`config.mk`:
```
export PLATFORM = sky130hd
export DESIGN_NAME = trpd_ram
export DESIGN_NICKNAME = d
export VERILOG_FILES = /design/src/hw/rtl/assert_macros.svh /design/src/hw/rtl/trpd_ram.sv
export SDC_FILE = /design/constraint.sdc
export NUM_CORES = 2
export LEC_CHECK = 0
export BUFFER_PORTS_ARGS = -buffer_cell sky130_fd_sc_hd__buf_2
export CAP_MARGIN = 20
export CORE_MARGIN = 2
export CORE_UTILIZATION = 60
export CTS_CLUSTER_SIZE = 25
export DETAILED_ROUTE_END_ITERATION = 7
export PLACE_DENSITY = 0.84
export SLEW_MARGIN = 20
export SYNTH_ARGS = -nofsm -noshare
export SYNTH_HDL_FRONTEND = slang
export SYNTH_SLANG_ARGS = --single-unit
export TNS_END_PERCENT = 100
```
`constraint.sdc`:
```
create_clock -name clk_i -period 5.2 [get_ports clk_i]
set_input_delay 0.78 -clock clk_i [delete_from_list [all_inputs] [get_ports clk_i]]
set_output_delay 0.78 -clock clk_i [all_outputs]
set_load 0.005 [all_outputs]
```
`src/hw/rtl/assert_macros.svh`:
```
// ------------------------------------------------------------------------
// Assertion macros
// Shared concurrent assertion forms for the tile decoder RTL.
// ------------------------------------------------------------------------
`ifndef ASSERT_MACROS_SVH
`define ASSERT_MACROS_SVH

// Property checked on every rising edge of clk_i, disabled while rst_ni is low.
`define TRPD_ASSERT(label, prop, msg) \
  label: assert property (@(posedge clk_i) disable iff (!rst_ni) prop) \
    else $error(msg);

// Condition that must never hold on a clock edge.
`define TRPD_NEVER(label, cond, msg) \
  `TRPD_ASSERT(label, !(cond), msg)

`endif

```
`src/hw/rtl/trpd_ram.sv`:
```
// ------------------------------------------------------------------------
// trpd_ram
// Generic single-write, single-read RAM with a registered read port.
// ------------------------------------------------------------------------
`default_nettype none

module trpd_ram #(
  parameter int unsigned WIDTH = 8,
  parameter int unsigned DEPTH = 256
) (
  input  logic                     clk_i,
  input  logic                     we_i,
  input  logic [$clog2(DEPTH)-1:0] waddr_i,
  input  logic [WIDTH-1:0]         wdata_i,
  input  logic                     re_i,
  input  logic [$clog2(DEPTH)-1:0] raddr_i,
  output logic [WIDTH-1:0]         rdata_o
);

  logic [WIDTH-1:0] mem_q [DEPTH];
  logic [WIDTH-1:0] rdata_q;

  // A read and a write of the same entry on one edge return the old data.
  always_ff @(posedge clk_i) begin
    if (we_i) begin
      mem_q[waddr_i] <= wdata_i;
    end
    if (re_i) begin
      rdata_q <= mem_q[raddr_i];
    end
  end

  assign rdata_o = rdata_q;

endmodule

`default_nettype wire

```
# Word-level counts from Yosys, hierarchy flattened
# Memory sizes are Yosys's and may differ from the RTL's. A register that Yosys moved wholly into a read port is not among the register bits.
# Index checks and enable logic that the tools add are counted.
[word_totals]
output_inout_bits = 8
register_bits = 0
elab_cells = 3
n_memories = 1
ramBits = 2048
[mem_list]
columns = ["name", "words", "word_bits", "rd", "rd_ports_with_merged_regs", "write_ports", "line", "source"]
rows = [
  ["mem_q", 256, 8, 1, 1, 1, "trpd_ram.sv:20", "logic [WIDTH-1:0] mem_q [DEPTH];"],
]
[op_classes]
muxes = 2
[op_table]
columns = ["cell", "n"]
rows = [
  ["1-bit two-way mux", 2],
]

# Longest topological paths before layout
[depth]
word_depth = 2
ltp_mapped = 11

# Worst setup path after synthesis
# OpenSTA, ideal clock, no wires.
[synth_timing]
kind = "input-to-reg"
from = "input port raddr_i[0]"
to = "register rdata_q[2], in the netlist rdata_o[2] (read register of mem_q) (data pin)"
required_ns = 4.931
path_buffers = 4
cell_stages = 9
setup_slack_ns = 2.344
t_arrival_ns = 2.587
path_cell_list = "buf_6 -> buf_12 -> buf_8 -> buf_2 -> mux4_2 -> a22oi_1 -> a21oi_1 -> nor4_1 -> nor4_2"
[synth_rtl]
columns = ["element", "line", "source"]
rows = [
  ["start: declaration", "trpd_ram.sv:16", "input logic [$clog2(DEPTH)-1:0] raddr_i,"],
  ["end: declaration", "trpd_ram.sv:21", "logic [WIDTH-1:0] rdata_q;"],
]

==> reports/qor.csv <==
metric,value,unit
status,completed,
Die Span Y,368,µm
clock slew at reported path FFs,0.06,ns
Clock power frac,40.4,%
Yosys top cell area share,77.5,%
worst r2r path cells,5,
clk buf depth,3,
area grow syn2layout,10.1,%
clock root buffer,clkbuf_16,
fin. max-slew vios,0,
Post-Syn Instances,3733,
CP startpoint,raddr_i[0],
Net Sw Frac,22.0,%
Yosys Warn Count,0,
Worst Skew,0.0308,ns
P_leak,27.0,nW
post-DP HPWL,115,mm
cts bufs inserted,189,
post-CTS setup buffers,0,
starting density of the core,60.5,%
pin count of the biggest net entering global routing,203,
CP Capture Point,rdata_o[4],
syn nets,3760,
initial antenna violation count,16,
hold_sp,re_i,
WL final,211,mm
Post-DRT Antenna Nets,0,
Fillers,7414,
Skew-Pair Late Insertion Delay,0.84,ns
I/O Buffers,34,
PD cells,382,mW/mm²
post-route design area,0.0877,mm²
area of the multi-input gates,0.0165,mm²
DRC,0,
VDD IR max,0.366,mV
H-tree depth,4,
Area after DPL,0.0818,mm²
number of max-cap violations,0,
asr flop ratio synth,0,%
"Seq/Total Area, Yosys",77.5,%
highest-count cells in the layout ignoring fill and taps,"edfxtp_1, mux4_2, nor2_1",
Main synth FF type,edfxtp_1,
path type of the worst min-delay path,input port to flip-flop,
Final Hold Fails,0,
gr ovfl total,0,
"Data arrival, critical path",4.35,ns
setup tns final,0,ns
"most common cell after layout, fill and taps aside",edfxtp_1,
Setup CP Type,input port to flip-flop,
endpoints failing setup,0,
Fmax,0.262,GHz
hold buffer count at cts,0,
"Avg Cell Area, Syn",21.3,µm²
RSZ-0062 raised after global routing,no,
Cell variety after synth,54,
core area,0.132,mm²
cell taking the most area after synthesis,edfxtp_1,
gr usage total,31.4,%
share of layout cells above drive strength 1,22.3,%
sw power,7.37,mW
GP Congestion,0.881,
synth top area cells,"edfxtp_1, mux4_2, mux2i_1",
pre-CTS setup slack,0.785,ns
first-pass GRT wire length,303,mm
CP endpoint kind,flip-flop,
WHS Path Cells,1,
fin util,66.6,%
CTS tree,built,
drt pass-1 iters,7,
CP startpoint kind,input port,
reg-to-reg startpoint,mem_q[83][2],
FF-to-FF setup slack,2.24,ns
initial drt markers,7668,
combinational share of power,5.0,%
number of synthesized register bits,2056,
CTS sink count,2056,
worst r2r dst,rdata_o[2],
Crit path required time,5.73,ns
fin crit share,73.4,%
Mapped Area,0.0796,mm²
post-CTS sizing,0,
Max-slew headroom,19.7,%
CP max FO,46,
die area,0.136,mm²
Post-synth EDFFs,2056,
Top Ports,35,
vias in the first global route,42200,
DIE WIDTH,368,µm
fin nets,3869,
slew at the pin closest to its max-slew limit,1.20,ns
row cnt,133,
vias,42000,
sequential power share,54.6,%
Internal Power,26.2,mW
overall power,33.5,mW
FF+latch area,0.0617,mm²
WL per Instance,36.8,µm
Final Worst Setup Slack,1.38,ns
Tmin final,3.82,ns
Via density,7.30,
[cells in the mapped netlist, types with 3 or more instances]
| library cell | instances |
|---|---|
| a21oi_1 | 96 |
| nand3_1 | 34 |
| a22o_1 | 8 |
| o221ai_1 | 46 |
| buf_1 | 22 |
| a221oi_1 | 13 |
| o32ai_1 | 4 |
| a211oi_1 | 16 |
| buf_4 | 27 |
| mux2i_1 | 134 |
| buf_6 | 21 |
| buf_12 | 8 |
| mux4_2 | 454 |
| a22oi_1 | 133 |
| nor3_1 | 22 |
| o22ai_1 | 28 |
| o21ai_0 | 10 |
| nand4_1 | 10 |
| buf_2 | 31 |
| clkbuf_1 | 111 |
| or2_2 | 4 |
| nor4_2 | 3 |
| nor4_1 | 24 |
| nand2b_1 | 8 |
| o22a_1 | 5 |
| o211ai_1 | 10 |
| nor2_1 | 282 |
| nand2_1 | 33 |
| nor2b_1 | 31 |
| buf_8 | 13 |
| and2_1 | 6 |
| edfxtp_1 | 2056 |
[layer usage]
| layer | vias to the layer above | part of all wire (%) | track usage [%] |
|---|---|---|---|
| met2 | 4081 | 48 | 49.7 |
| met1 | 21200 | 31 | 40.4 |
| met3 | 745 | 14 | 9.04 |
| met5 | - | 0.045 | 0 |
| met4 | 14 | 5.9 | 15.6 |
| li1 | 15900 | - | - |
[power groups by stage]
stage	clock network, mW	registers (mW)	logic (mW)
after global routing	14.1	18.3	1.71
after global placement	0	18.7	1.53
after CTS	13.5	18.3	1.63
after detailed placement	0	18.7	1.58
final	13.5	18.3	1.68
after floorplan	0	18.6	0.888
[metrics by stage]
stage / std cells / hold slack (ns)
floorplan: 3733 / 0.864
global placement: 5406 / 1.04
detailed placement: 5406 / 1.03
CTS: 5742 / 0.319
global route: 5743 / 0.344
finish: 5748 / 0.382
[flip-flops by register name, summed over array words and instances (netlist names)]
register and cells:
rdata_o 8, mem_q 2048
[final cells by class]
cell class / count / area share [%]
multi-input cells: 1442 / 18.8
clock inverters: 110 / 1.06
inverters: 2 / 0.00856
flip-flops and latches: 2056 / 70.4
well taps: 1755 / 2.50
diodes: 6 / 0.0171
clock buffers: 226 / 5.62
repair buffers: 151 / 1.57
[logic make-up (layout without fill, tap and decap cells)]
group                  count (synthesis)  in the layout  share of synthesized area [%]
flip-flops                          2056           2056                           77.5
AND/OR/NAND/NOR                      466            466                           2.63
buffers and inverters                235            489                           1.83
multiplexers                         591            591                           14.6
other                                  0              6                              0
AO/OA/AOI/OAI                        385            385                           3.42
[critical path, stage by stage]
cell and delay (ns):
buf_8 0.49, buf_12 0.29, buf_4 0.37, buf_4 0.30, mux2i_1 0.24, o22ai_1 0.10
o21ai_0 0.33, nand3_1 0.25, nor4_1 1.04, nor4_1 0.08
[how the worst min path moves through the flow]
stage	slack, ns	end
2_1_floorplan	0.86	rdata_o[3]
3_3_place_gp	1.04	rdata_o[5]
3_5_place_dp	1.03	rdata_o[3]
4_1_cts	0.32	rdata_o[7]
5_1_grt	0.34	rdata_o[7]
6_report	0.38	rdata_o[2]
(Power assumes the default switching activity.)
