## src/hw/rtl/assert_macros.svh

```systemverilog
// ------------------------------------------------------------------------
// Assertion macros
// Shared concurrent assertion forms for the tile decoder RTL.
// ------------------------------------------------------------------------
`ifndef ASSERT_MACROS_SVH
`define ASSERT_MACROS_SVH

// Property checked on every rising edge of clk_i, disabled while rst_ni is low.
`define TRPD_ASSERT(label, prop, msg) \
  label: assert property (@(posedge clk_i) disable iff (!rst_ni) prop) \
    else $error(msg);

// Condition that must never hold on a clock edge.
`define TRPD_NEVER(label, cond, msg) \
  `TRPD_ASSERT(label, !(cond), msg)

`endif

```

## src/hw/rtl/trpd_pkg.sv

```systemverilog
// ------------------------------------------------------------------------
// trpd_pkg
// Types and constants shared by the tile decoder modules.
// ------------------------------------------------------------------------
`default_nettype none

package trpd_pkg;

  localparam int unsigned TileWidthDef = 32;
  localparam int unsigned XStepDef     = 2;
  localparam int unsigned TableDepth   = 256;
  localparam int unsigned ColorWidth   = 24;

  localparam logic [7:0] AlphaOpaque = 8'd255;
  localparam logic [7:0] AlphaBlend  = 8'd128;
  localparam logic [7:0] AnimMax     = 8'd31;

  localparam logic [5:0] UpperRow  = 6'd16;
  localparam logic [5:0] TriRows   = 6'd31;
  localparam logic [5:0] MaxHeight = 6'd32;

  typedef enum logic [1:0] {
    OP_FRAME,
    OP_PALETTE,
    OP_XLATE
  } op_e;

  typedef enum logic [1:0] {
    CFG_SHAPE,
    CFG_MASK,
    CFG_XLATE,
    CFG_HEIGHT
  } cfg_reg_e;

  typedef enum logic [2:0] {
    SHAPE_SQUARE,
    SHAPE_RLE,
    SHAPE_LTRI,
    SHAPE_RTRI,
    SHAPE_LTRAP,
    SHAPE_RTRAP
  } shape_e;

  typedef enum logic [1:0] {
    MASK_SOLID,
    MASK_CLEAR,
    MASK_RDIAG,
    MASK_LDIAG
  } mask_e;

  // Per-word decode result handed from the position walker to the pipeline.
  typedef struct packed {
    logic       has_res;
    logic       kept;
    logic [4:0] x;
    logic [4:0] y;
    logic       blend;
    logic       last;
  } walk_t;

endpackage

`default_nettype wire

```

## src/hw/rtl/trpd_walk.sv

```systemverilog
// ------------------------------------------------------------------------
// trpd_walk
// Row and column walker: tracks the tile position and decides, for every
// frame word, where its pixel lands and whether the tile completes.
// ------------------------------------------------------------------------
`default_nettype none
`include "assert_macros.svh"

module trpd_walk #(
  parameter int unsigned TILE_WIDTH = trpd_pkg::TileWidthDef,
  parameter int unsigned X_STEP     = trpd_pkg::XStepDef
) (
  input  logic            clk_i,
  input  logic            rst_ni,
  input  logic            step_i,
  input  logic            first_i,
  input  logic [7:0]      byte_i,
  input  logic [2:0]      shape_i,
  input  logic [1:0]      mask_i,
  input  logic [5:0]      height_i,
  output trpd_pkg::walk_t walk_o
);

  import trpd_pkg::*;

  localparam int unsigned SW = $clog2(TILE_WIDTH + 256) + 2;
  typedef logic signed [SW-1:0] sval_t;
  localparam sval_t TW    = sval_t'(TILE_WIDTH);
  localparam sval_t XS    = sval_t'(X_STEP);
  localparam sval_t One   = sval_t'(1);
  localparam sval_t Zero  = sval_t'(0);
  localparam sval_t Upper = sval_t'(UpperRow);

  logic [5:0] row_q, row_d, row_c, row_inc, row_nx, height_eff, total_rows;
  logic [7:0] col_q, col_d, col_c, col_nx;
  logic [6:0] run_q, run_d, run_c, run_nx;
  logic       active, left, tri_s, emit, eor, in_tile, blend;
  sval_t      width, start, rise, skip_w, xpos, brow, diag_edge;

  always_comb begin
    // A first word restarts the tile before it is decoded.
    row_c = first_i ? '0 : row_q;
    col_c = first_i ? '0 : col_q;
    run_c = first_i ? '0 : run_q;

    if (height_i == '0) begin
      height_eff = 6'd1;
    end else if (height_i > MaxHeight) begin
      height_eff = MaxHeight;
    end else begin
      height_eff = height_i;
    end

    if (shape_i inside {SHAPE_SQUARE, SHAPE_RLE}) begin
      total_rows = height_eff;
    end else if (shape_i inside {SHAPE_LTRI, SHAPE_RTRI}) begin
      total_rows = TriRows;
    end else begin
      total_rows = MaxHeight;
    end

    active = (shape_i <= SHAPE_RTRAP) && (row_c < total_rows);
    left   = shape_i inside {SHAPE_LTRI, SHAPE_LTRAP};
    tri_s  = shape_i inside {SHAPE_LTRI, SHAPE_RTRI};

    // Geometry of the current row.
    width = TW;
    start = '0;
    rise  = XS * (sval_t'(row_c) - Upper + One);
    if (!(shape_i inside {SHAPE_SQUARE, SHAPE_RLE})) begin
      if (row_c < UpperRow) begin
        width = XS * (sval_t'(row_c) + One);
        if (left) begin
          start = TW - width;
        end
      end else if (tri_s) begin
        width = TW - rise;
        if (left) begin
          start = rise;
        end
      end
    end

    // Upper triangle rows only shrink, so the first empty one ends the tile.
    row_inc = row_c + 6'd1;
    skip_w  = TW - XS * (sval_t'(row_inc) - Upper + One);
    row_nx  = row_inc;
    if (tri_s && row_inc >= UpperRow && row_inc < TriRows && skip_w <= Zero) begin
      row_nx = TriRows;
    end

    xpos    = start + sval_t'(col_c);
    brow    = sval_t'(height_eff) - One - sval_t'(row_c);
    in_tile = (xpos >= Zero) && (xpos < TW) && (brow >= Zero);

    col_nx = col_c + 8'd1;
    run_nx = run_c;
    emit   = 1'b1;
    if (shape_i == SHAPE_RLE) begin
      if (run_c != '0) begin
        run_nx = run_c - 7'd1;
      end else begin
        emit   = 1'b0;
        col_nx = col_c;
        if (byte_i[7]) begin
          col_nx = col_c - byte_i;
        end else begin
          run_nx = byte_i[6:0];
        end
      end
      eor = (run_nx == '0) && (sval_t'(col_nx) >= TW);
    end else begin
      eor = sval_t'(col_nx) >= width;
    end

    row_d = row_c;
    col_d = col_nx;
    run_d = run_nx;
    if (eor) begin
      row_d = row_nx;
      col_d = '0;
      run_d = '0;
    end
    if (!active) begin
      row_d = row_c;
      col_d = col_c;
      run_d = run_c;
    end

    diag_edge = XS * (brow + One);
    blend     = 1'b0;
    if (brow < Upper) begin
      if (mask_i == MASK_RDIAG) begin
        blend = (diag_edge < TW) && (xpos >= diag_edge);
      end else if (mask_i == MASK_LDIAG) begin
        blend = ((TW - diag_edge) > Zero) && (xpos < TW - diag_edge);
      end
    end

    walk_o.has_res = active;
    walk_o.kept    = active && emit && in_tile;
    walk_o.x       = xpos[4:0];
    walk_o.y       = brow[4:0];
    walk_o.blend   = blend;
    walk_o.last    = row_d >= total_rows;
  end

  always_ff @(posedge clk_i or negedge rst_ni) begin
    if (!rst_ni) begin
      row_q <= '0;
      col_q <= '0;
      run_q <= '0;
    end else if (step_i) begin
      row_q <= row_d;
      col_q <= col_d;
      run_q <= run_d;
    end
  end

  // Without a restart the row count only moves forward.
  `TRPD_ASSERT(a_row_monotonic, step_i && !first_i |=> row_q >= $past(row_q),
               "row count went backward without a first word")
  // Once a word completes the tile, the next word gives no result unless it restarts.
  `TRPD_ASSERT(a_done_quiet, step_i && active && walk_o.last |=> !(step_i && !first_i && active),
               "tile still active after its completing word")

endmodule

`default_nettype wire

```

## config.mk

```make
export PLATFORM = sky130hd
export DESIGN_NAME = trpd_walk
export DESIGN_NICKNAME = d
export VERILOG_FILES = /design/src/hw/rtl/trpd_pkg.sv /design/src/hw/rtl/trpd_walk.sv
export VERILOG_INCLUDE_DIRS = /design/src /design/src/hw/rtl
export SDC_FILE = /design/constraint.sdc
export NUM_CORES = 1
export LEC_CHECK = 0
export ABC_AREA = 1
export BUFFER_PORTS_ARGS = -buffer_cell sky130_fd_sc_hd__buf_2
export CAP_MARGIN = 10
export CORE_ASPECT_RATIO = 0.6
export CORE_MARGIN = 1
export CORE_UTILIZATION = 63
export DETAILED_ROUTE_END_ITERATION = 16
export GPL_TIMING_DRIVEN = 0
export HOLD_SLACK_MARGIN = 0.05
export PLACE_DENSITY = 0.83
export SKIP_LAST_GASP = 1
export SYNTH_ARGS = -nofsm -noshare
export SYNTH_HDL_FRONTEND = slang
export SYNTH_SLANG_ARGS = --single-unit
```

## constraint.sdc

```tcl
create_clock -name clk_i -period 5.99 [get_ports clk_i]
set_input_delay 0.2995 -clock clk_i [delete_from_list [all_inputs] [get_ports clk_i]]
set_output_delay 0.2995 -clock clk_i [all_outputs]
set_load 0.05 [all_outputs]
```

After elaboration in Yosys (flattened, before gate mapping)
Index checks and enable logic that the tools add are counted.
{ "totals": {"regBits": 21, "elab_cells": 98} }
{ "op_classes": {"addsub": 17, "magnitude_cmp": 18, "n_eq_ne": 6, "muxes": 36, "reduce_logical": 18} }
{ "op_table": {"columns": ["cell", "n"], "rows": [
  ["$mux W11", 8],
  ["$mux W8", 7],
  ["$mux W7", 7],
  ["$mux W6", 8],
  ["$sub A7 B9 Y10 const A", 2],
  ["$add A7 B2 Y8 const B", 2],
  ["$sub A6 B5 Y7 const B", 2],
  ["$lt A6 B5 Y1 const B", 2],
  ["$add A11 B9 Y11", 1],
  ["$ge A11 B1 Y1 const B", 1],
  ["$ge A11 B10 Y1", 1],
  ["$ge A9 B11 Y1", 1],
  ["$gt A11 B1 Y1 const B", 1],
  ["$logic_and A1 B1 Y1", 11],
  ["$lt A11 B11 Y1", 1],
  ["$lt A11 B7 Y1 const B", 1],
  ["$sub A7 B10 Y11 const A", 1],
  ["$le A10 B1 Y1 const B", 1],
  ["$lt A10 B7 Y1 const B", 1],
  ["$add A8 B2 Y9 const B", 1],
  ["$sub A6 B8 Y9 const A", 1],
  ["$add A8 B1 Y8 const B", 1],
  ["$ge A8 B1 Y1 const B", 1],
  ["$ge A8 B6 Y1 const B", 1],
  ["22 further kinds", 31]
]} }

Depth between registers and ports, before layout
Gate-level depths: netlist (run 1).
{ "logic_depth": {"ltp_word": 13, "ltp_mapped": 34, "ltp_nobuf": 33} }

Worst setup path after synthesis (run 1)
No wires, ideal clock.
{ "synth_path": {"path_kind": "in2out", "startpoint": "in first_i", "endpoint": "out walk_o[0] in the netlist's numbering", "arrival_ns": 4.515, "path_slack_ns": 1.175, "stages": 29, "path_buffers": 1, "path_cell_list": "inv_2 buf_4 nand2_1 inv_1 ha_1 nand3_1 nor2_1 nand2_1 nand2_2 nand2_1 nand3_1 a21oi_1 or3_1 ha_1 nand4_1 o211ai_1 nand2_1 nand2_1 nand3_2 nor2_4 nand2_1 and2_1 ha_1 a21boi_0 o21a_1 o21a_1 o21a_1 o21ai_0 nand2_1"} }
{ "synth_lines": {"columns": ["item", "line_no", "source"], "rows": [
  ["start: declaration", "trpd_walk.sv:16", "input logic first_i,"],
  ["end: declaration", "trpd_walk.sv:21", "output trpd_pkg::walk_t walk_o"]
]} }

==> impl_results.md, run 1 <==
- Status: finished, final reports clean
- Fin. max-slew vios: 0
- Worst path most repeated cell: nand2_1
- Share of the synthesized area in the top cell type: 17.9%
- Overflow after GRT: 0
- Number of global-route vias before repair: 5,562
- Initial Util: 67.5%
- Max-cap violation count: 0
- Area delta synth->final: 9.30%
- Post-synth EDFFs: 0
- Worst Hold Class: primary input to register
- Hold endpoint: col_q[7]$_DFFE_PN0P_
- Wire per inst: approximately 16 um
- Reg2Reg Depth: 24
- CTS tree: built
- CORE AREA: 7540 um^2
- Crit Path Class: primary input to output pin
- Metal-1 WL: 7.52 mm
- Hpwl dp: 13.6 mm
- Largest family of logic cells by synthesized area: simple AND/OR/NAND/NOR gates
- Post-place setup slack: 15.3 ps
- Peak VDD IR: just over 400 uV
- Most frequent cells in the layout: nand2_1, inv_1, nand3_1
- XOR/XNOR share of the synthesized area: ~4.3%
- Endpoints failing setup: 0
- CTS sink count: 21
- Syn_nets: 966
- Row cnt: 24
- First-pass GRT wire length: 26.9 mm
- CTS Buf Count: 3
- Period minus WS final: between 5000 and 6000 ps
- Worst setup margin: 230 ps
- Crit Reg-Reg Startpoint: row_q[0]$_DFFE_PN0P_
- Multiplexer area fraction after synthesis: 0%
- Clock latency on the worst-skew pair: 270 ps
- Pwr Total: 2650 uW
- Yosys warnings: 0
- Crit path DAT: roughly 5500 ps
- Largest net degree at the start of global routing: 22
- Final-stage net count: 1,010
- Die ar.: 8450 um^2
- Most common cell after layout, fill and taps aside: nand2_1
- Leakage: ~0.0032 uW
- Share of cells above drive strength 1: 8.98%
- Synth Area in Compound Gates: 17.7%
- Post-DRT Antenna Nets: 0
- Simple-Gate Fraction of Synth Area: 37.3%
- First drt pass iteration count: 6
- Sequential area share after synthesis: 10.3%
- Pwr per Cell Area: 478 nW/um^2
- Mean Syn Cell Area: a little under 6 um^2
- DRC viols: 0
- Synth unique cells: 44
- Yosys reg bits: 21
- Critical R2R Capture: col_q[3]$_DFFE_PN0P_
- Final Hold Vio Count: 0
- Floorplan die height: 71.6 um
- Placed Instance Area: 5390 um^2
- Routed vias: 6,152
- CP peak stage delay: 330 ps
- Clock transition at path regs: around 60 ps
- Initial antenna violation count: 0
- Clock Skew: 5.51 ps
- Routed wl met3: between 2 and 3 mm
- Max layer used: met4
- PortBufs: 35
- Routed wire length: 16.6 mm
- Antenna cells: 0
- 1st-iter DRT viols: 945
- Filler cells: approximately 660
- H-Tree Depth: 1
- Hold_sp: step_i
- Fin crit share: 96.2%
- Post-synthesis cell area: 5080 um^2
- Mapped Cells: 870
- Fraction of registers with async set/reset: 100%
- Req. time, crit path: 5690 ps
- Die Wd: 118 um
- Worst hold path depth: 3
- CTS max path bufs: 2
- I/O Pins: 37
- Crit end category: output pin
- Fmax: 174 MHz
- Synth area leader: nand2_1
- Register-to-register setup slack: 1830 ps
- Root Buffer: clkbuf_16
- Post-synth top flop: dfrtp_1
- Post-Synth Adder-Cell Area: 18.4%
- Drt via density: 6.05
- Slew at the pin closest to its max-slew limit: 904 ps
- Wire length on met2: 6.34 mm
- Main area contributors after synthesis: nand2_1, ha_1, dfrtp_1
- Slowest CP cell: ha_1
- GPL Wtd Cong: between 1 and 1.5
- Critical Path Fanout Max: 10
- Tot GR Track Use: 40.1%
- Slew HR: 39.1%
- Cell area after layout: around 5600 um^2
- Worst setup SP type: primary input
[kinds of logic after synthesis]
group,after synthesis
simple gates,435
compound gates,160
buf+inv,155
fa+ha+maj,73
xor+xnor,25
flops,21
other cells,1
[critical path: cells and delay by family]
kind	cells	cell delay (ps)
buffers and inverters	6	920
adder cells (fa/ha/maj)	3	830
AND/OR/NAND/NOR	16	2050
AO/OA/AOI/OAI	9	1210
XOR/XNOR	1	150
[timing repair]
action                                  4_1_cts  5_1_grt
gates resized for setup                       1       14
setup buffers                                 0        3
hold buffers                                  1        0
endpoints found under the setup margin        1        2
pin swaps                                     0        2
endpoints found under the hold margin        21        0
[per-layer routing]
layer  vias to the layer above  GRT usage (%)
met5                         -           1.70
met4                         0           7.26
li1                       2962              -
met3                        31           12.0
met1                      2713           59.2
met2                       446           57.3
[final cells by class]
type                            count  area, um^2  share of cell area (%)
Inverter                          135         509                    9.16
Multi-Input combinational cell    694        4000                    72.0
Clock inverter                      1        7.51                   0.135
Tap cell                          104         130                    2.34
Clock buffer                        3        75.1                    1.35
Buffer                             20         101                    1.82
Sequential cell                    21         526                    9.46
Timing Repair Buffer               39         208                    3.74
[power breakdown]
group / switching, uW / total, uW / internal, uW
clock network: 64.8 / 156 / 90.9
logic: 1550 / 2270 / 721
registers: 37.9 / 228 / 190
total: 1650 / 2650 / 1000
[worst max-delay path by stage]
stage / start / endpoint / slack (ps) / depth (start not counted)
after floorplan: first_i / walk_o[0] / 1180 / 29
after global placement: first_i / walk_o[0] / 180 / 35
after detailed placement: first_i / walk_o[0] / 20 / 35
after CTS: first_i / walk_o[0] / 50 / 35
after global routing: row_q[4]$_DFFE_PN0P_ / walk_o[1] / -20 / 30
final: first_i / walk_o[0] / 230 / 35
[per-stage QoR]
stage,cells,hold WS [ps],setup TNS (ps),utilization (%)
2_1_floorplan,870,3.91,0,-
3_3_place_gp,1009,279,0,71.5
3_5_place_dp,1009,293,0,71.5
4_1_cts,1014,361,0,72.7
5_1_grt,1017,378,-37.6,73.7
6_report,1017,368,0,73.7
[sequential cells by signal, indices dropped and copies added (netlist names)]
register	cells
col_q	8
row_q	6
run_q	7
[cell usage after synthesis (5+ instances only)]
master and number:
a21oi_1 68, a22oi_1 9, and2_1 5, buf_4 5
clkbuf_1 11, dfrtp_1 21, ha_1 70, inv_1 129
nand2_1 243, nand2_2 5, nand3_1 75, nand4_1 20
nor2_1 61, nor2_2 6, nor3_1 8, o211ai_1 8
o21a_1 5, o21ai_0 49, xnor2_1 10, xor2_1 15
No activity file was read; power rests on OpenSTA's default activity.
==> inputs of run 2 (changes only) <==
- ABC_AREA: 1 -> default
==> run 2 against run 1 <==
Net effect:
- area after synthesis fell by 3.1%
- critical path depth decreased by 12
- routed wire length down 3.9%
- clock power is essentially flat
- sequential share of layout area down 0.11 points
- total power decreased by 40%
- cell count fell by 19%
- die area shrank 3.1%
- clock-buffer cell count unchanged
- global-route usage is 0.88 points lower
- clock skew is 1.1 ps higher
- critical endpoint is now walk_o[1]
- largest cell class unchanged
==> impl_results.md, run 2 <==
- First-pass GRT wire length: 25.1 mm
- Post-synth top flop: dfrtp_1
- Clock network power share: under 10%
- Floorplan die height: 70.5 um
- Slowest CP cell: or3_1
- Fraction of power consumed by sequential logic: 13.0%
- CTS Buf Count: 3
- Clock Skew: 6.60 ps
- Yosys reg bits: 21
- Most common cell after layout, fill and taps aside: nor2_1
- Worst hold path depth: 3
- Endpoints failing setup: 0
- Syn_nets: around 770
- Max-cap violation count: 0
- Root Buffer: clkbuf_16
- Critical Path Fanout Max: 10
- Largest reg by FF count: col_q
- Pwr per Cell Area: 284 nW/um^2
- Status: finished, final reports clean
- Hpwl dp: 12.4 mm
- Clock transition at path regs: 70 ps
- Cell family with most CP delay: compound AO/OA/AOI/OAI gates
- Peak VDD IR: 193 uV
- Mapped Cells: 670
- Req. time, crit path: 5690 ps
- Main area contributors after synthesis: ha_1, dfrtp_1, nor2_1
- Worst setup margin: 165 ps
- Initial antenna violation count: 0
- GPL Wtd Cong: 0.999
- Share of the synthesized area in the top cell type: about 18%
- Routed wl met3: 2.10 mm
- Mean Syn Cell Area: 7.35 um^2
- Pwr Total: 1600 uW
- Fin. max-slew vios: 0
- Post-DRT Antenna Nets: 0
- Wire length on met2: 6.54 mm
- First drt pass iteration count: 7
- CTS tree: built
- Fmax: 172 MHz
- Max FFs per register: 8
- Worst Hold Class: primary input to register
- Number of global-route vias before repair: 5,029
- Final-stage net count: 817
- Share of cells above drive strength 1: 14.6%
- Row cnt: 24
- Metal-1 WL: 7.13 mm
- Sw Ratio: between 50% and 60%
- Reg2Reg Depth: 20
- Critical R2R Capture: run_q[0]$_DFFE_PN0P_
- Worst setup SP type: register
- Initial Util: 66.4%
- CTS sink count: 21
- Crit Reg-Reg Startpoint: row_q[1]$_DFFE_PN0P_
- CTS max path bufs: 2
- Crit path launch: row_q[2]$_DFFE_PN0P_
- Fin crit share: 97.3%
- Slew HR: 9.84%
- Sum Neg Setup Slack: 0 ps
- Most frequent cells in the layout: nor2_1, ha_1, o21ai_0
- Clock latency on the worst-skew pair: ~270 ps
- Overflow after GRT: 0
- Largest regs: col_q (8), run_q (7), row_q (6)
- Hold_sp: byte_i[6]
- Drt via density: 6.80
- Worst path cell trace: buf_2, nand3_1, or3_1, a21oi_2, inv_1, ha_1, a21oi_1, xnor2_1, nor2_1, a211oi_2, ha_1, a21oi_1, xor2_1, ha_1, nand2_1, nor4_1, a2111oi_1, nor3_1, buf_4, o21bai_1, a31oi_1, buf_4, buf_2
- Crit path DAT: approximately 5500 ps
- Sequential area share after synthesis: 10.7%
- Filler cells: 568
- Worst path most repeated cell: ha_1
- Fraction of registers with async set/reset: between 90% and 100%
- Post-synth EDFFs: 0
- Net Switching: 866 uW
- Register-to-register setup slack: 1560 ps
- WP buf/inv: 5
- Placed Instance Area: 5230 um^2
- Largest net degree at the start of global routing: 22
- Synth area leader: ha_1
- Hold Slack: between 400 and 500 ps
- 1st-iter DRT viols: 701
- Cell area after layout: 5650 um^2
- I/O Pins: 37
- Final Hold Vio Count: 0
- Slew at the pin closest to its max-slew limit: 1340 ps
- H-Tree Depth: 1
- Wire per inst: 19.4 um
- Antenna cells: 0
- Tot GR Track Use: 39.2%
- DRC viols: 0
- Post-place setup slack: -1120 ps
- Int Power: 736 uW
- Logic pwr share: between 70 and 80%
- CP peak stage delay: 410 ps
- Commonest cells in the netlist: ha_1, nor2_1, o21ai_0, inv_1, nand2_1
- Max layer used: met4
- Hold endpoint: run_q[6]$_DFFE_PN0P_
- CORE AREA: 7420 um^2
- Yosys warnings: 0
- Post-synthesis cell area: approximately 4900 um^2
- Synth unique cells: 76
- Area delta synth->final: 14.7%
- Crit Path Class: register to output pin
- Crit end category: output pin
- PortBufs: 34
- Period minus WS final: 5830 ps
- Leakage: 0.00258 uW
- RSZ-0062 raised after global routing: true
- Die ar.: 8190 um^2
- Routed vias: 5,607
- Die Wd: between 100 and 150 um
- Routed wire length: roughly 16 mm
-- run 2: layout make-up --
class | instances | area, um^2 | area share, %
Tap cell | 104 | 130 | 2.30
Multi-Input combinational cell | 576 | 4320 | 76.4
Inverter | 48 | 185 | 3.28
Clock inverter | 1 | 7.51 | 0.133
Buffer | 24 | 140 | 2.48
Timing Repair Buffer | 47 | 268 | 4.74
Clock buffer | 3 | 75.1 | 1.33
Sequential cell | 21 | 528 | 9.34
-- run 2: cells by family (layout without fill, tap and decap cells) --
group / after synthesis / in the layout / share of synthesized area [%]
fa+ha+maj: 73 / 73 / 19.0
other cells: 1 / 1 / 0.0761
flops: 21 / 21 / 10.7
buf+inv: 73 / 123 / 6.10
mux: 14 / 14 / 2.97
simple gates: 246 / 246 / 25.5
compound gates: 203 / 203 / 28.5
xor+xnor: 39 / 39 / 7.21
-- run 2: per-stage QoR --
stage,util (%),std cells
final,76.2,824
after global placement,70.5,808
after detailed placement,70.5,808
after CTS,73.3,815
after global routing,76.2,824
after floorplan,-,670
-- run 2: routing by layer --
metal	up-vias	GRT usage, %
met2	380	56.9
met3	36	11.4
li1	2582	-
met5	-	0
met1	2609	58.0
met4	0	4.99
-- run 2: worst reg2reg max path, stage by stage, from the launching register on --
cell      delay, ps
dfrtp_2         430
nand2b_4        120
inv_6           120
ha_4            190
nand3_1         140
mux2_4          380
a21oi_4         140
xnor2_1          80
nor3_1          220
a21oi_1          80
ha_1            310
and3_1          200
o311ai_1        130
a21oi_2         220
nor4b_4         220
o22a_1          220
buf_4           130
buf_4           100
o21ai_0          90
o21ai_1         540
o21ai_0         220
-- run 2: timing repair --
item | in CTS | in global routing
setup buffers | 3 | 8
gates resized for setup | 26 | 43
hold buffers | 1 | 0
endpoints found under the setup margin | 2 | 2
pin swaps | 4 | 6
hold endpoints to repair | 21 | 0
-- run 2: worst max path at each step --
stage	end	slack, ps	depth (start not counted)
3_3_place_gp	walk_o[0]	-1040	28
2_1_floorplan	walk_o[0]	210	28
4_1_cts	walk_o[0]	-4	28
5_1_grt	walk_o[1]	-40	25
3_5_place_dp	walk_o[0]	-1120	28
6_report	walk_o[1]	160	23
-- run 2: power groups by stage --
stage	Combinational [uW]	Sequential, uW	Clock (uW)
3_5_place_dp	1090	209	0
6_report	1240	209	154
5_1_grt	1350	210	157
3_3_place_gp	1050	207	0
4_1_cts	1130	207	151
2_1_floorplan	848	195	0
==> inputs of run 3 (changes only) <==
==> constraint.sdc (replaced) <==
create_clock -name clk_i -period 5.99 [get_ports clk_i]
set_input_delay 0.2995 -clock clk_i [delete_from_list [all_inputs] [get_ports clk_i]]
set_output_delay 0.2995 -clock clk_i [all_outputs]
set_load 0.01 [all_outputs]
==> run 3 against run 2 <==
Net effect:
- highest routed layer unchanged
- critical endpoint is now walk_o[0]
- first-iteration DRC count is 3.3% lower
- sequential cell count stayed put
- hold slack worse by 10 ps
==> impl_results.md, run 3 (synthesis results as in run 2) <==
- Status: finished, final reports clean
- CTS tree: built
- GPL Wtd Cong: 0.999
- WP buf/inv: 4
- Fin crit share: 97.1%
- CORE AREA: 7420 um^2
- Overflow after GRT: 0
- Tot GR Track Use: roughly two fifths
- Slew HR: 14.0%
- Wire per inst: 19.2 um
- CP peak stage delay: 400 ps
- Max FFs per register: 8
- Reg2Reg Depth: 11
- Final-stage net count: about 820
- Period minus WS final: 5820 ps
- Util after Layout: 75.4%
- Clock latency on the worst-skew pair: 270 ps
- Initial antenna violation count: 0
- Hold_sp: step_i
- Die ar.: 8190 um^2
- Sum Neg Setup Slack: 0 ps
- Post-place setup slack: -1050 ps
- Drt via density: 6.73
- Worst setup SP type: primary input
- Initial Util: 66.4%
- Leakage: between 0.002 and 0.003 uW
- Floorplan die height: a little over 70 um
- Max-cap violation count: 0
- DRC viols: 0
- Cell family with most CP delay: simple AND/OR/NAND/NOR gates
- Slowest CP cell: ha_2
- Crit Reg-Reg Startpoint: col_q[2]$_DFFE_PN0P_
- Largest reg by FF count: col_q
- First drt pass iteration count: 6
- RSZ-0062 raised after global routing: true
- Crit path DAT: 5520 ps
- Root Buffer: clkbuf_16
- 1st-iter DRT viols: between 600 and 700
- Row cnt: 24
- CTS max path bufs: 2
- Worst Hold Class: primary input to register
- Worst hold path depth: 3
- Largest net degree at the start of global routing: 22
- Hpwl dp: 12.4 mm
- Antenna cells: 0
- Share of cells above drive strength 1: roughly 14%
- Routed wire length: 15.7 mm
- CTS sink count: 21
- CTS Buf Count: 3
- Slew at the pin closest to its max-slew limit: 1280 ps
- Clock Skew: 7.81 ps
- Register-to-register setup slack: 1660 ps
- Critical R2R Capture: col_q[2]$_DFFE_PN0P_
- H-Tree Depth: 1
- Hold endpoint: col_q[5]$_DFFE_PN0P_
- Pwr per Cell Area: 267 nW/um^2
- Crit end category: output pin
- Most frequent cells in the layout: nor2_1, ha_1, o21ai_0
- Critical Path Fanout Max: 10
- Final Hold Vio Count: 0
- Die Wd: 116 um
- Most common cell after layout, fill and taps aside: nor2_1
- Req. time, crit path: 5690 ps
- Clock transition at path regs: 60 ps
- Largest regs: col_q (8), run_q (7), row_q (6)
- Fin. max-slew vios: 0
- Post-DRT Antenna Nets: 0
- Area delta synth->final: 13.5%
- Number of global-route vias before repair: approximately 5,000
- Peak VDD IR: around 210 uV
- First-pass GRT wire length: 24.8 mm
- Routed vias: 5,536
- Fmax: ~170 MHz
- Endpoints failing setup: 0
- Worst setup margin: 172 ps
- Crit Path Class: primary input to output pin
- PortBufs: 34
- I/O Pins: 37
## run 3: tightest hold or removal path, cell delays in order
cell and delay [ps]:
clkbuf_1 180, nand2_1 110, o2bb2ai_1 60
## run 3: report_power, final
group,switching (uW),internal (uW)
registers,42.2,168
clock network,63.7,90.9
logic,663,465
total,769,724
## run 3: how the worst max path moves through the flow
stage | slack [ps] | cells after the start | to | startpoint
3_3_place_gp | -960 | 28 | walk_o[0] | first_i
3_5_place_dp | -1050 | 28 | walk_o[0] | first_i
4_1_cts | -170 | 26 | walk_o[0] | row_q[0]$_DFFE_PN0P_
2_1_floorplan | 410 | 28 | walk_o[0] | first_i
5_1_grt | -120 | 24 | walk_o[1] | height_i[1]
6_report | 170 | 28 | walk_o[0] | first_i
## run 3: layer usage
layer	vias up	track usage, %	share of wire [%]
met3	34	11.3	14
met4	0	4.56	0.84
met1	2585	57.5	44
met5	-	0	0
met2	345	56.3	41
li1	2572	-	-
## run 3: layout make-up
type / count / area (um^2)
Buffer: 24 / 140
Sequential cell: 21 / 528
Clock buffer: 3 / 75.1
Multi-Input combinational cell: 576 / 4270
Inverter: 48 / 185
Clock inverter: 1 / 7.51
Tap cell: 104 / 130
Fill cell: 575 / 1830
Timing Repair Buffer: 45 / 253
## run 3: through the flow
step	total power, uW	instance area, um^2	cells	hold WS, ps
floorplan	955	4930	670	3.91
detailed placement	1210	5230	808	289
CTS	1380	5370	812	418
global route	1610	5590	822	449
global placement	1170	5230	808	282
finish	1490	5590	822	426
## run 3: repair_timing
item / CTS / global route
endpoints found under the setup margin: 2 / 2
pin swaps: 0 / 8
resized for setup: 17 / 44
hold buffers: 1 / 0
endpoints found under the hold margin: 21 / 0
buffers inserted: 0 / 9
